===== config.mk =====
export PLATFORM = sky130hd
export DESIGN_NAME = aop_front
export DESIGN_NICKNAME = d
export VERILOG_FILES = /design/src/rtl/aop_pkg.sv /design/src/rtl/aop_front.sv
export SDC_FILE = /design/constraint.sdc
export NUM_CORES = 1
export LEC_CHECK = 0
export BUFFER_PORTS_ARGS = -buffer_cell sky130_fd_sc_hd__buf_2
export CELL_PAD_IN_SITES_DETAIL_PLACEMENT = 0
export CELL_PAD_IN_SITES_GLOBAL_PLACEMENT = 1
export CORE_MARGIN = 2
export CORE_UTILIZATION = 45
export DETAILED_ROUTE_END_ITERATION = 8
export PLACE_DENSITY = 0.9
export SLEW_MARGIN = 20
export SYNTH_ARGS = -nofsm -noshare
export SYNTH_HDL_FRONTEND = slang
export SYNTH_SLANG_ARGS = --single-unit

===== constraint.sdc =====
create_clock -name clk -period 27.1 [get_ports clk]
set_input_delay 4.065 -clock clk [delete_from_list [all_inputs] [get_ports clk]]
set_output_delay 4.065 -clock clk [all_outputs]
set_load 0.01 [all_outputs]

===== src/rtl/aop_pkg.sv =====
package aop_pkg;

	localparam int unsigned MaxBoxes  = 64;
	localparam int unsigned IdBits    = $clog2(MaxBoxes);
	localparam int unsigned CountBits = IdBits + 1;
	localparam int unsigned CoordBits = 32;
	localparam int unsigned NumAxes   = 3;
	localparam int unsigned BoxBits   = 2 * NumAxes * CoordBits;
	localparam int unsigned PaddrBits = 3;
	localparam int unsigned DataBits  = 32;

	// Register index of enabled_axes; the index is paddr[2] (byte address 4*i).
	localparam logic RegEnabledAxes = 1'b0;
	localparam logic [NumAxes-1:0] AxesReset = '1;

	typedef struct packed {
		logic [NumAxes-1:0][CoordBits-1:0] lo;
		logic [NumAxes-1:0][CoordBits-1:0] hi;
	} box_t;

	typedef struct packed {
		box_t              box;
		logic [IdBits-1:0] id;
		logic              sweep;
	} cmd_t;

	typedef struct packed {
		logic [IdBits-1:0] lower_id;
		logic [IdBits-1:0] higher_id;
		logic              last_pair;
	} pair_t;

	typedef enum logic [1:0] {
		BkIdle,
		BkSweep,
		BkFlush
	} bk_state_t;

	// Closed intervals: touching bounds count as overlap.
	function automatic logic boxes_meet(box_t a, box_t b, logic [NumAxes-1:0] axes);
		logic ok;
		ok = 1'b1;
		for (int k = 0; k < NumAxes; k++) begin
			if (axes[k]) begin
				if ($signed(a.lo[k]) > $signed(b.hi[k]) || $signed(b.lo[k]) > $signed(a.hi[k]))
					ok = 1'b0;
			end
		end
		return ok;
	endfunction

endpackage


===== src/rtl/aop_front.sv =====
module aop_front (
	input  logic                         clk,
	input  logic                         arst_n,
	input  logic                         push,
	output logic                         full,
	input  aop_pkg::box_t                box,
	input  logic                         closes_set,
	input  logic [aop_pkg::NumAxes-1:0]  axes,
	output logic                         cmd_valid,
	output aop_pkg::cmd_t                cmd,
	input  logic                         cmd_pop
);

	import aop_pkg::*;

	logic [CountBits-1:0] count_q;
	cmd_t                 mem_q [2];
	logic                 wr_ptr_q;
	logic                 rd_ptr_q;
	logic [1:0]           cnt_q;
	logic                 accept;
	logic                 room;
	logic                 enq;
	cmd_t                 new_cmd;

	assign full      = (cnt_q == 2'd2);
	assign accept    = push && !full;
	assign room      = (count_q < CountBits'(MaxBoxes));
	// A box that finds the set full is taken and dropped without a command.
	assign enq       = accept && room;
	assign cmd_valid = (cnt_q != 2'd0);
	assign cmd       = mem_q[rd_ptr_q];

	always_comb begin
		new_cmd.box   = box;
		new_cmd.id    = count_q[IdBits-1:0];
		new_cmd.sweep = (axes != '0) && (count_q != '0);
	end

	always_ff @(posedge clk or negedge arst_n) begin
		if (!arst_n) begin
			count_q  <= '0;
			wr_ptr_q <= 1'b0;
			rd_ptr_q <= 1'b0;
			cnt_q    <= 2'd0;
		end else begin
			if (accept) begin
				if (closes_set)
					count_q <= '0;
				else if (room)
					count_q <= count_q + CountBits'(1);
			end
			if (enq)
				wr_ptr_q <= !wr_ptr_q;
			if (cmd_pop)
				rd_ptr_q <= !rd_ptr_q;
			cnt_q <= cnt_q + {1'b0, enq} - {1'b0, cmd_pop};
		end
	end

	always_ff @(posedge clk) begin
		if (enq) begin
			mem_q[wr_ptr_q] <= new_cmd;
		end
	end

endmodule


Word level (Yosys, flattened, before mapping)
Memory sizes are Yosys's and may differ from the RTL's.
Index checks and enable logic that the tools add are counted.
W data, S select, Z words.
{ "totals": {"elab_cells": 25, "out_inout_bits": 201, "memories": 1, "ff_bits": 11, "mem_bits_rw": 398} }
{ "op_classes": {"reduce_logical": 11, "n_mux": 4, "order_cmp": 1, "n_eq_ne": 1, "n_addsub": 3} }
{ "mem_list": {"columns": ["memory", "depth", "width", "read_ports", "rd_ports_with_merged_regs", "wr", "line", "text"], "rows": [
  ["mem_q", 2, 199, 1, 0, 1, "aop_front.sv:17", "cmd_t mem_q [2];"]
]} }
{ "ops": {"columns": ["op", "count"], "rows": [
  ["$mux W7", 2],
  ["$add A7 B1 Y7 const B", 1],
  ["$lt A7 B7 Y1 const B", 1],
  ["$reduce_bool A7 Y1", 1],
  ["$reduce_bool A2 Y1", 2],
  ["$logic_and A1 B1 Y1", 3],
  ["$logic_not A1 Y1", 3],
  ["$reduce_bool A3 Y1", 1],
  ["$add A2 B1 Y2", 1],
  ["$eq A2 B2 Y1 const B", 1],
  ["$mux W1", 2],
  ["$reduce_and A2 Y1", 1],
  ["$sub A2 B1 Y2", 1]
]} }

Logic depth before layout (Yosys ltp)
Gate-level depths: netlist (run 1).
{ "logic_depth": {"ltp_word": 6, "mapped_depth": 7, "depth_no_buf": 6} }

Worst setup path after synthesis (run 1)
OpenSTA, ideal clock, no wires.
{ "synth_timing": {"path_kind": "input port to flip-flop", "start": "input port push", "end": "memory mem_q[0][0] (netlist bit) (enable)", "setup_slack_ns": 13.624, "required_ns": 26.339, "path_stages": 4, "arrival_ns": 12.716, "setup_ns": 0.761, "cell_sequence": "nand2b_4 > or2_1 > buf_2 > nor2_1"} }
{ "synth_between": {"elab_chain_cells": 4} }
{ "synth_lines": {"columns": ["element", "line", "text"], "rows": [
  ["start, declared", "aop_front.sv:4", "input logic push,"],
  ["$logic_and A1 B1 Y1", "aop_front.sv:27", "assign accept = push && !full;"],
  ["$logic_and A1 B1 Y1", "aop_front.sv:30", "assign enq = accept && room;"],
  ["$mux W1", "aop_front.sv:62", "if (enq) begin"],
  ["$mux W1 (implied by the code)", "aop_front.sv:63", "mem_q[wr_ptr_q] <= new_cmd;"],
  ["end, declared", "aop_front.sv:17", null]
]} }
No other way between the ends.

==> results of run 1 <==
==> worst max-delay path, delay by kind of cell, from the launching register on <==
| kind | cells | cell delay, ns |
|---|---|---|
| buffers and inverters | 2 | 1.02 |
| DFF | 1 | 0.84 |
| muxes | 1 | 0.46 |
==> final timing paths <==
check,endpoint,cells past startpoint
max in group asynchronous,rd_ptr_q,1
worst min-delay path,mem_q[1][2],0
worst min register to register,mem_q[1][2],0
worst max register to register,mem_q[1][115],5
worst max-delay path,cmd[18],3
min in group asynchronous,count_q[1],1
==> area by class of cell <==
| cell class | instances | area (µm²) |
|---|---|---|
| diodes | 3 | 7.51 |
| inverters | 6 | 22.5 |
| fillers | 2436 | 13900 |
| clock buffers | 60 | 1140 |
| multi-input cells | 242 | 2570 |
| repair buffers | 409 | 2090 |
| flip-flops and latches | 409 | 12200 |
| well taps | 442 | 553 |
| clock inverters | 15 | 93.8 |
==> routing by layer <==
layer	global-route usage [%]	up-vias	share of wire, %
met3	5.16	58	9.3
li1	-	3589	-
met2	28.2	349	50
met4	6.46	0	3.0
met1	19.1	3819	38
met5	0	-	0
==> kinds of logic (layout without fill, tap and decap cells) <==
logic type               Yosys count  in the layout  share of synthesized area, %
AO/OA/AOI/OAI                     15             15                         0.628
AND/OR/NAND/NOR                   19             19                         0.838
multiplexers                     200            200                          15.1
other                              0              3                             0
adder cells (fa/ha/maj)            3              3                         0.251
buffers and inverters             31            490                          1.03
XOR/XNOR                           5              5                         0.293
flip-flops                       409            409                          81.9
==> report_power, final <==
group	switching, µW	total, µW	internal (µW)
Combinational	317	573	255
Clock	219	520	301
Sequential	46.3	912	866
Total	582	2000	1420
==> per-stage QoR <==
stage	instance area, µm²	util (%)	hold slack (ns)	setup WS, ns
global placement	17400	53.4	0.513	20.22
floorplan	14900	-	0.468	13.62
finish	18700	57.3	0.540	20.07
CTS	18700	57.2	0.538	20.01
global route	18700	57.3	0.559	19.92
detailed placement	17400	53.4	0.524	20.13
==> cell usage in the layout (no fill, tap or decap), drive strengths merged, types with 3 or more instances in the layout <==
cell    instances
xnor2           3
inv             7
mux2          199
o31ai           3
edfxtp        398
o21ai           3
a21oi           5
dfrtp          11
buf           409
or4             3
nor2            3
ha              3
diode           3
clkinv         13
clkbuf         60
==> state kept, by name, indices dropped and copies added, names as in the netlist <==
signal    flops
wr_ptr_q      1
count_q       7
rd_ptr_q      1
mem_q       398
cnt_q         2
==> metrics.md, run 1 <==
| Metric | Value |
|---|---|
| Async SR Flop Fraction | 2.69% |
| Power Density | 107 mW/mm² |
| Final number of hold-violating endpoints | 0 |
| CTS tree | built |
| Worst Hold Launch | count_q[1] |
| CTS Buf Count | 41 |
| Maximum clock rate | 142 MHz |
| Gr usage total | 16.4% |
| Core area | 0.0326 mm² |
| Most frequent cell after synthesis | edfxtp_1 |
| DRC | 0 |
| Reg2Reg Launch Point | cnt_q[1] |
| Routability cong. | 0.770 |
| Status | complete, no violations |
| I/O pin total | 401 |
| Post-DP HPWL | 20.1 mm |
| Die ar. | 0.0347 mm² |
| Post-CTS Setup Repair Bufs | 0 |
| Final setup viols | 0 |
| CP startpoint kind | register |
| Minimum clock period | 7.03 ns |
| #FFs+latches synth | 409 |
| Critical Path RT | 23.03 ns |
| Largest net degree at the start of global routing | 81 |
| Setup TNS | 0 ns |
| Yosys cell types | 30 |
| Setup Crit Path Kind | reg2out |
| Post-synth top area share | 80.0% |
| Crit path largest cell delay | 0.87 ns |
| Mapped Nets | 885 |
| Initial Util | 45.8% |
| Area delta synth->final | 25.3% |
| Root Driver | clkbuf_16 |
| Final Max Tran Viols | 0 |
| Largest cells by area after synthesis | edfxtp_1, mux2_2, dfrtp_1, buf_2, ha_1 |
| Avg Inst Size Synth | 21.9 µm² |
| Post-Syn Instances | 682 |
| Crit path launch | rd_ptr_q |
| Top_reg_cell synth | edfxtp_1 |
| Die width | 186 µm |
| Worst slew margin | 25.2% |
| Clock Latency Late Sink | 0.53 ns |
| Commonest cells post-synth | edfxtp_1, mux2_2, buf_2 |
| Layout cells sized above 1 | 58.3% |
| DR vias | 7,815 |
| Design Power | 2000 µW |
| Worst-path fanout max | 78 |
| CP max stage cell | buf_4 |
| Iter 0 DRT Violations | 472 |
| Wire per inst | 19.0 µm |
| Sequential share of the synthesized area | 81.9% |
| Cell Area, Synth | 0.0149 mm² |
| First-pass GRT wire length | 43.1 mm |
| Row count | 66 |
| Antenna-violating nets left | 0 |
| Dpl cells | 1,507 |
| # resized after CTS | 0 |
| Hold/Removal Path Class | reg2reg |
| CTS sink count | 409 |
| R2R Setup Slk | 23.85 ns |
| Detailed-route wire length | 30.2 mm |
| Gr ovfl total | 0 |
| Arr. time, crit path | 2.97 ns |
| Maxcap violations | 0 |
| Die height | 186 µm |
| Non-Filler Instances | 1,586 |
| VDD IR max | 0.0834 mV |
| Max clock buf depth | 3 |
| Drt pass-1 iters | 4 |
| Ys Warns | 0 |
| Final worst path period share | 25.9% |
| Vias in the first global route | 7,886 |
| Cts hold-fix bufs | 0 |
| Max Clock Skew | 0.0200 ns |
| Antenna violations before repair | 2 |
| CP cell instances | buf_4 > mux2_2 > buf_2 |
| RSZ-0062 raised after global routing | false |
| PortBufs | 400 |
| Vias per cell | 4.93 |
| CTS H-tree depth | 2 |
| Fin nets | 1,312 |
| Yosys top cell by area | edfxtp_1 |
| Post-synth EDFFs | 398 |
| Critical Path Sink Type | primary output |
| Reg clk slew, reported paths | 0.06 ns |
| Leakage power total | 0.00695 µW |
| Slew @ Worst Pin | 1.12 ns |
Note: power is estimated with default switching activity, not from simulation.
==> run 2, diff against run 1 <==
--- a/config.mk
+++ b/config.mk
@@ -5,13 +5,14 @@
 export SDC_FILE = /design/constraint.sdc
 export NUM_CORES = 1
 export LEC_CHECK = 0
+export ABC_AREA = 1
 export BUFFER_PORTS_ARGS = -buffer_cell sky130_fd_sc_hd__buf_2
 export CELL_PAD_IN_SITES_DETAIL_PLACEMENT = 0
 export CELL_PAD_IN_SITES_GLOBAL_PLACEMENT = 1
 export CORE_MARGIN = 2
-export CORE_UTILIZATION = 45
+export CORE_UTILIZATION = 44
 export DETAILED_ROUTE_END_ITERATION = 8
-export PLACE_DENSITY = 0.9
+export PLACE_DENSITY = 0.88
 export SLEW_MARGIN = 20
 export SYNTH_ARGS = -nofsm -noshare
 export SYNTH_HDL_FRONTEND = slang
==> constraint.sdc (replaced) <==
create_clock -name clk -period 6.7 [get_ports clk]
set_input_delay 1.005 -clock clk [delete_from_list [all_inputs] [get_ports clk]]
set_output_delay 1.005 -clock clk [all_outputs]
set_load 0.01 [all_outputs]
==> metrics.md, run 2 <==
| Metric | Value |
|---|---|
| CP max stage cell | buf_4 |
| Gr usage total | 15.8% (-0.59 points) |
| CTS H-tree depth | 2 (unchanged) |
| Worst path bufs/invs | 2 (unchanged) |
| PortBufs | 400 (unchanged) |
| Dpl cells | 1,524 (+1.1%) |
| Final number of hold-violating endpoints | 0 (unchanged) |
| Initial Util | 44.8% (-0.97 points) |
| Power Density | 433 mW/mm² (+300%) |
| Reg2reg path depth | 4 (-1) |
| RSZ-0062 raised after global routing | false |
| DR vias | 7,760 (-0.70%) |
| First-pass GRT wire length | 43.6 mm (+1.1%) |
| Commonest non-fill, non-tap cell in the layout | buf_2 |
| Antenna violations before repair | 6 (+4) |
| CTS sink count | 409 (unchanged) |
| Max Clock Skew | 0.0172 ns (-0.00279 ns) |
| R2R Setup Slk | 3.93 ns (-19.92 ns) |
| Crit path launch | rd_ptr_q |
| Post-DP HPWL | 19.4 mm (-3.3%) |
| Row count | 67 (+1.5%) |
| Mapped Nets | 896 (+1.2%) |
| Final Max Tran Viols | 0 (unchanged) |
| Drt pass-1 iters | 4 (unchanged) |
| Logic pwr share | 29.1% (+0.5 points) |
| Iter 0 DRT Violations | 416 (-12%) |
| Switching share of power | 28.8% (-0.28 points) |
| Reg2reg end | mem_q[0][157] |
| Crit path largest cell delay | 0.73 ns (-0.14 ns) |
| Critical Path RT | 5.69 ns (-17.34 ns) |
| Vias per cell | 4.85 (-1.5%) |
| Final hold slack | 0.363 ns (-0.177 ns) |
| Most frequent cells in the layout | buf_2, edfxtp_1, mux2_2 |
| Cts hold-fix bufs | 0 (unchanged) |
| Wire per inst | 18.3 µm (-3.8%) |
| Post-route setup slack | 3.29 ns (-16.78 ns) |
| Post-synth EDFFs | 398 (unchanged) |
| Post-Syn Instances | 693 (+1.6%) |
| Reg clk slew, reported paths | 0.06 ns (about the same) |
| Antenna-violating nets left | 0 (unchanged) |
| # resized after CTS | 0 (unchanged) |
| Die ar. | 0.0358 mm² (+3.4%) |
| Setup Crit Path Kind | reg2out |
| Yosys top cell by area | edfxtp_1 |
| Largest cells by area after synthesis | edfxtp_1, mux2_2, dfrtp_1, clkbuf_8, nand2_1 |
| Max clock buf depth | 3 (unchanged) |
| Largest net degree at the start of global routing | 131 (+62%) |
| Top reg by flops | mem_q |
| Detailed-route wire length | 29.3 mm (-3.0%) |
| Yosys cell types | 19 (-37%) |
| CTS tree | built |
| Root Driver | clkbuf_16 |
| Final worst path period share | 50.9% |
| Top_reg_cell synth | edfxtp_1 |
| Vias in the first global route | 8,111 (+2.9%) |
| Worst-path fanout max | 72 (-7.7%) |
| Routability cong. | 0.781 (+1.4%) |
| Maxcap violations | 0 (unchanged) |
| Layout cells sized above 1 | 58.1% (-0.22 points) |
| Most frequent cell after synthesis | edfxtp_1 |
| Psw | 2330 µW (+300%) |
| Design Power | 8090 µW (+300%) |
| Arr. time, crit path | 2.41 ns (-0.56 ns) |
| Core area | 0.0337 mm² (+3.3%) |
| CP cell instances | buf_4 > mux2_2 > buf_2 |
| Die height | 189 µm (+1.7%) |
| CP startpoint kind | register |
| Slew @ Worst Pin | 0.996 ns (-0.126 ns) |
| Gr ovfl total | 0 (unchanged) |
| Post-synth top area share | 79.1% (-0.90 points) |
| VDD IR max | 0.268 mV (+220%) |
| Post-CTS Setup Repair Bufs | 0 (unchanged) |
| Non-Filler Instances | 1,599 (+0.82%) |
| Max FFs per register | 398 (unchanged) |
| CTS Buf Count | 41 (unchanged) |
| Status | complete, no violations |
| DRC | 0 (unchanged) |
| Final setup viols | 0 (unchanged) |
| Clock Latency Late Sink | 0.51 ns (-0.02 ns) |
| #FFs+latches synth | 409 (unchanged) |
| Top Registers | mem_q (398), count_q (7), cnt_q (2) |
| Ys Warns | 0 (unchanged) |
| Hold/Removal Path Class | in2async |
| Sequential power share | 45.0% (-0.5 points) |
| Commonest cells post-synth | edfxtp_1, mux2_2, clkbuf_8 |
| Area delta synth->final | 23.9% |
| Minimum clock period | 3.41 ns |
| Fin nets | 1,322 (+0.76%) |
| Critical Path Sink Type | primary output |
| Cell Area, Synth | 0.0151 mm² (+1.1%) |
| Async SR Flop Fraction | 2.69% (unchanged) |
| Clock power share | 26.0% (about the same) |
| Worst slew margin | 33.6% (+8.4 points) |
| Sequential share of the synthesized area | 81.0% (-0.92 points) |
| I/O pin total | 401 (unchanged) |
| CP top delay family | buffers and inverters |
| Avg Inst Size Synth | 21.8 µm² (-0.47%) |
| Int Power | 5760 µW (+310%) |
| Maximum clock rate | 293 MHz |
| Die width | 189 µm (+1.7%) |
| Reg2Reg Launch Point | cnt_q[1] |
| Place WS | 3.32 ns (-16.81 ns) |
| Leakage power total | 0.00700 µW (+0.70%) |
## run 2: changes by cell type after synthesis, moves of 5 or more
cell | previous run | this run
clkbuf_8 | 0 | 19
nand4_1 | 0 | 7
a21oi_1 | 5 | 0
nand2_1 | 2 | 13
inv_1 | 6 | 12
buf_2 | 21 | 0
## run 2: worst reg2reg max path: cells and delay by family (launching register included)
kind / cells / cell delay, ns
buffers and inverters: 1 / 0.75
AND/OR/NAND/NOR: 3 / 1.15
flip-flops: 1 / 0.41
## run 2: power by group through the flow
stage          logic [µW]  clock network (µW)  registers [µW]
2_1_floorplan        1610                   0            3750
3_3_place_gp         2380                   0            3660
3_5_place_dp         2390                   0            3690
4_1_cts              2400                2160            3640
5_1_grt              2540                2250            3690
6_report             2350                2100            3640
## run 2: final cells by class
class | instances | area, µm²
antenna | 4 | 10.0
clock buffer | 52 | 1100
clock inverter | 19 | 140
fill | 2648 | 15000
inverter | 12 | 45.0
multi-input combinational | 249 | 2540
sequential | 409 | 12200
tap | 448 | 561
timing repair buffer | 406 | 2080
## run 2: cells by family after synthesis
logic type / after synthesis / synth area share [%]
compound gates: 7 / 0.257
xor+xnor: 5 / 0.290
fa+ha+maj: 3 / 0.249
buf+inv: 35 / 2.30
flops: 409 / 81.0
mux: 199 / 14.8
simple gates: 35 / 1.09
## run 2: routing by layer
layer  vias to the layer above  wire length [µm]  GRT usage [%]  part of all wire (%)
met4                         4               935           6.14                   3.2
met2                       303             14700           27.2                    50
li1                       3591                 -              -                     -
met3                        70              2590           5.15                   8.8
met1                      3792             11000           18.3                    38
met5                         -                27              0                 0.092
## run 2: worst max-delay path by stage
stage,to,slack [ns],cells after the start
after floorplan,mem_q[0][0],-0.20,2
after global placement,mem_q[0][150],3.35,4
after detailed placement,mem_q[0][155],3.32,4
after CTS,cmd[140],3.27,3
after global routing,cmd[140],3.18,3
final,cmd[140],3.29,3
## run 2: through the flow
step	util (%)	instance area, µm²	setup TNS, ns
floorplan	-	15100	-80.27
global placement	51.8	17500	0
detailed placement	51.8	17500	0
CTS	55.5	18700	0
global route	55.5	18700	0
finish	55.5	18700	0
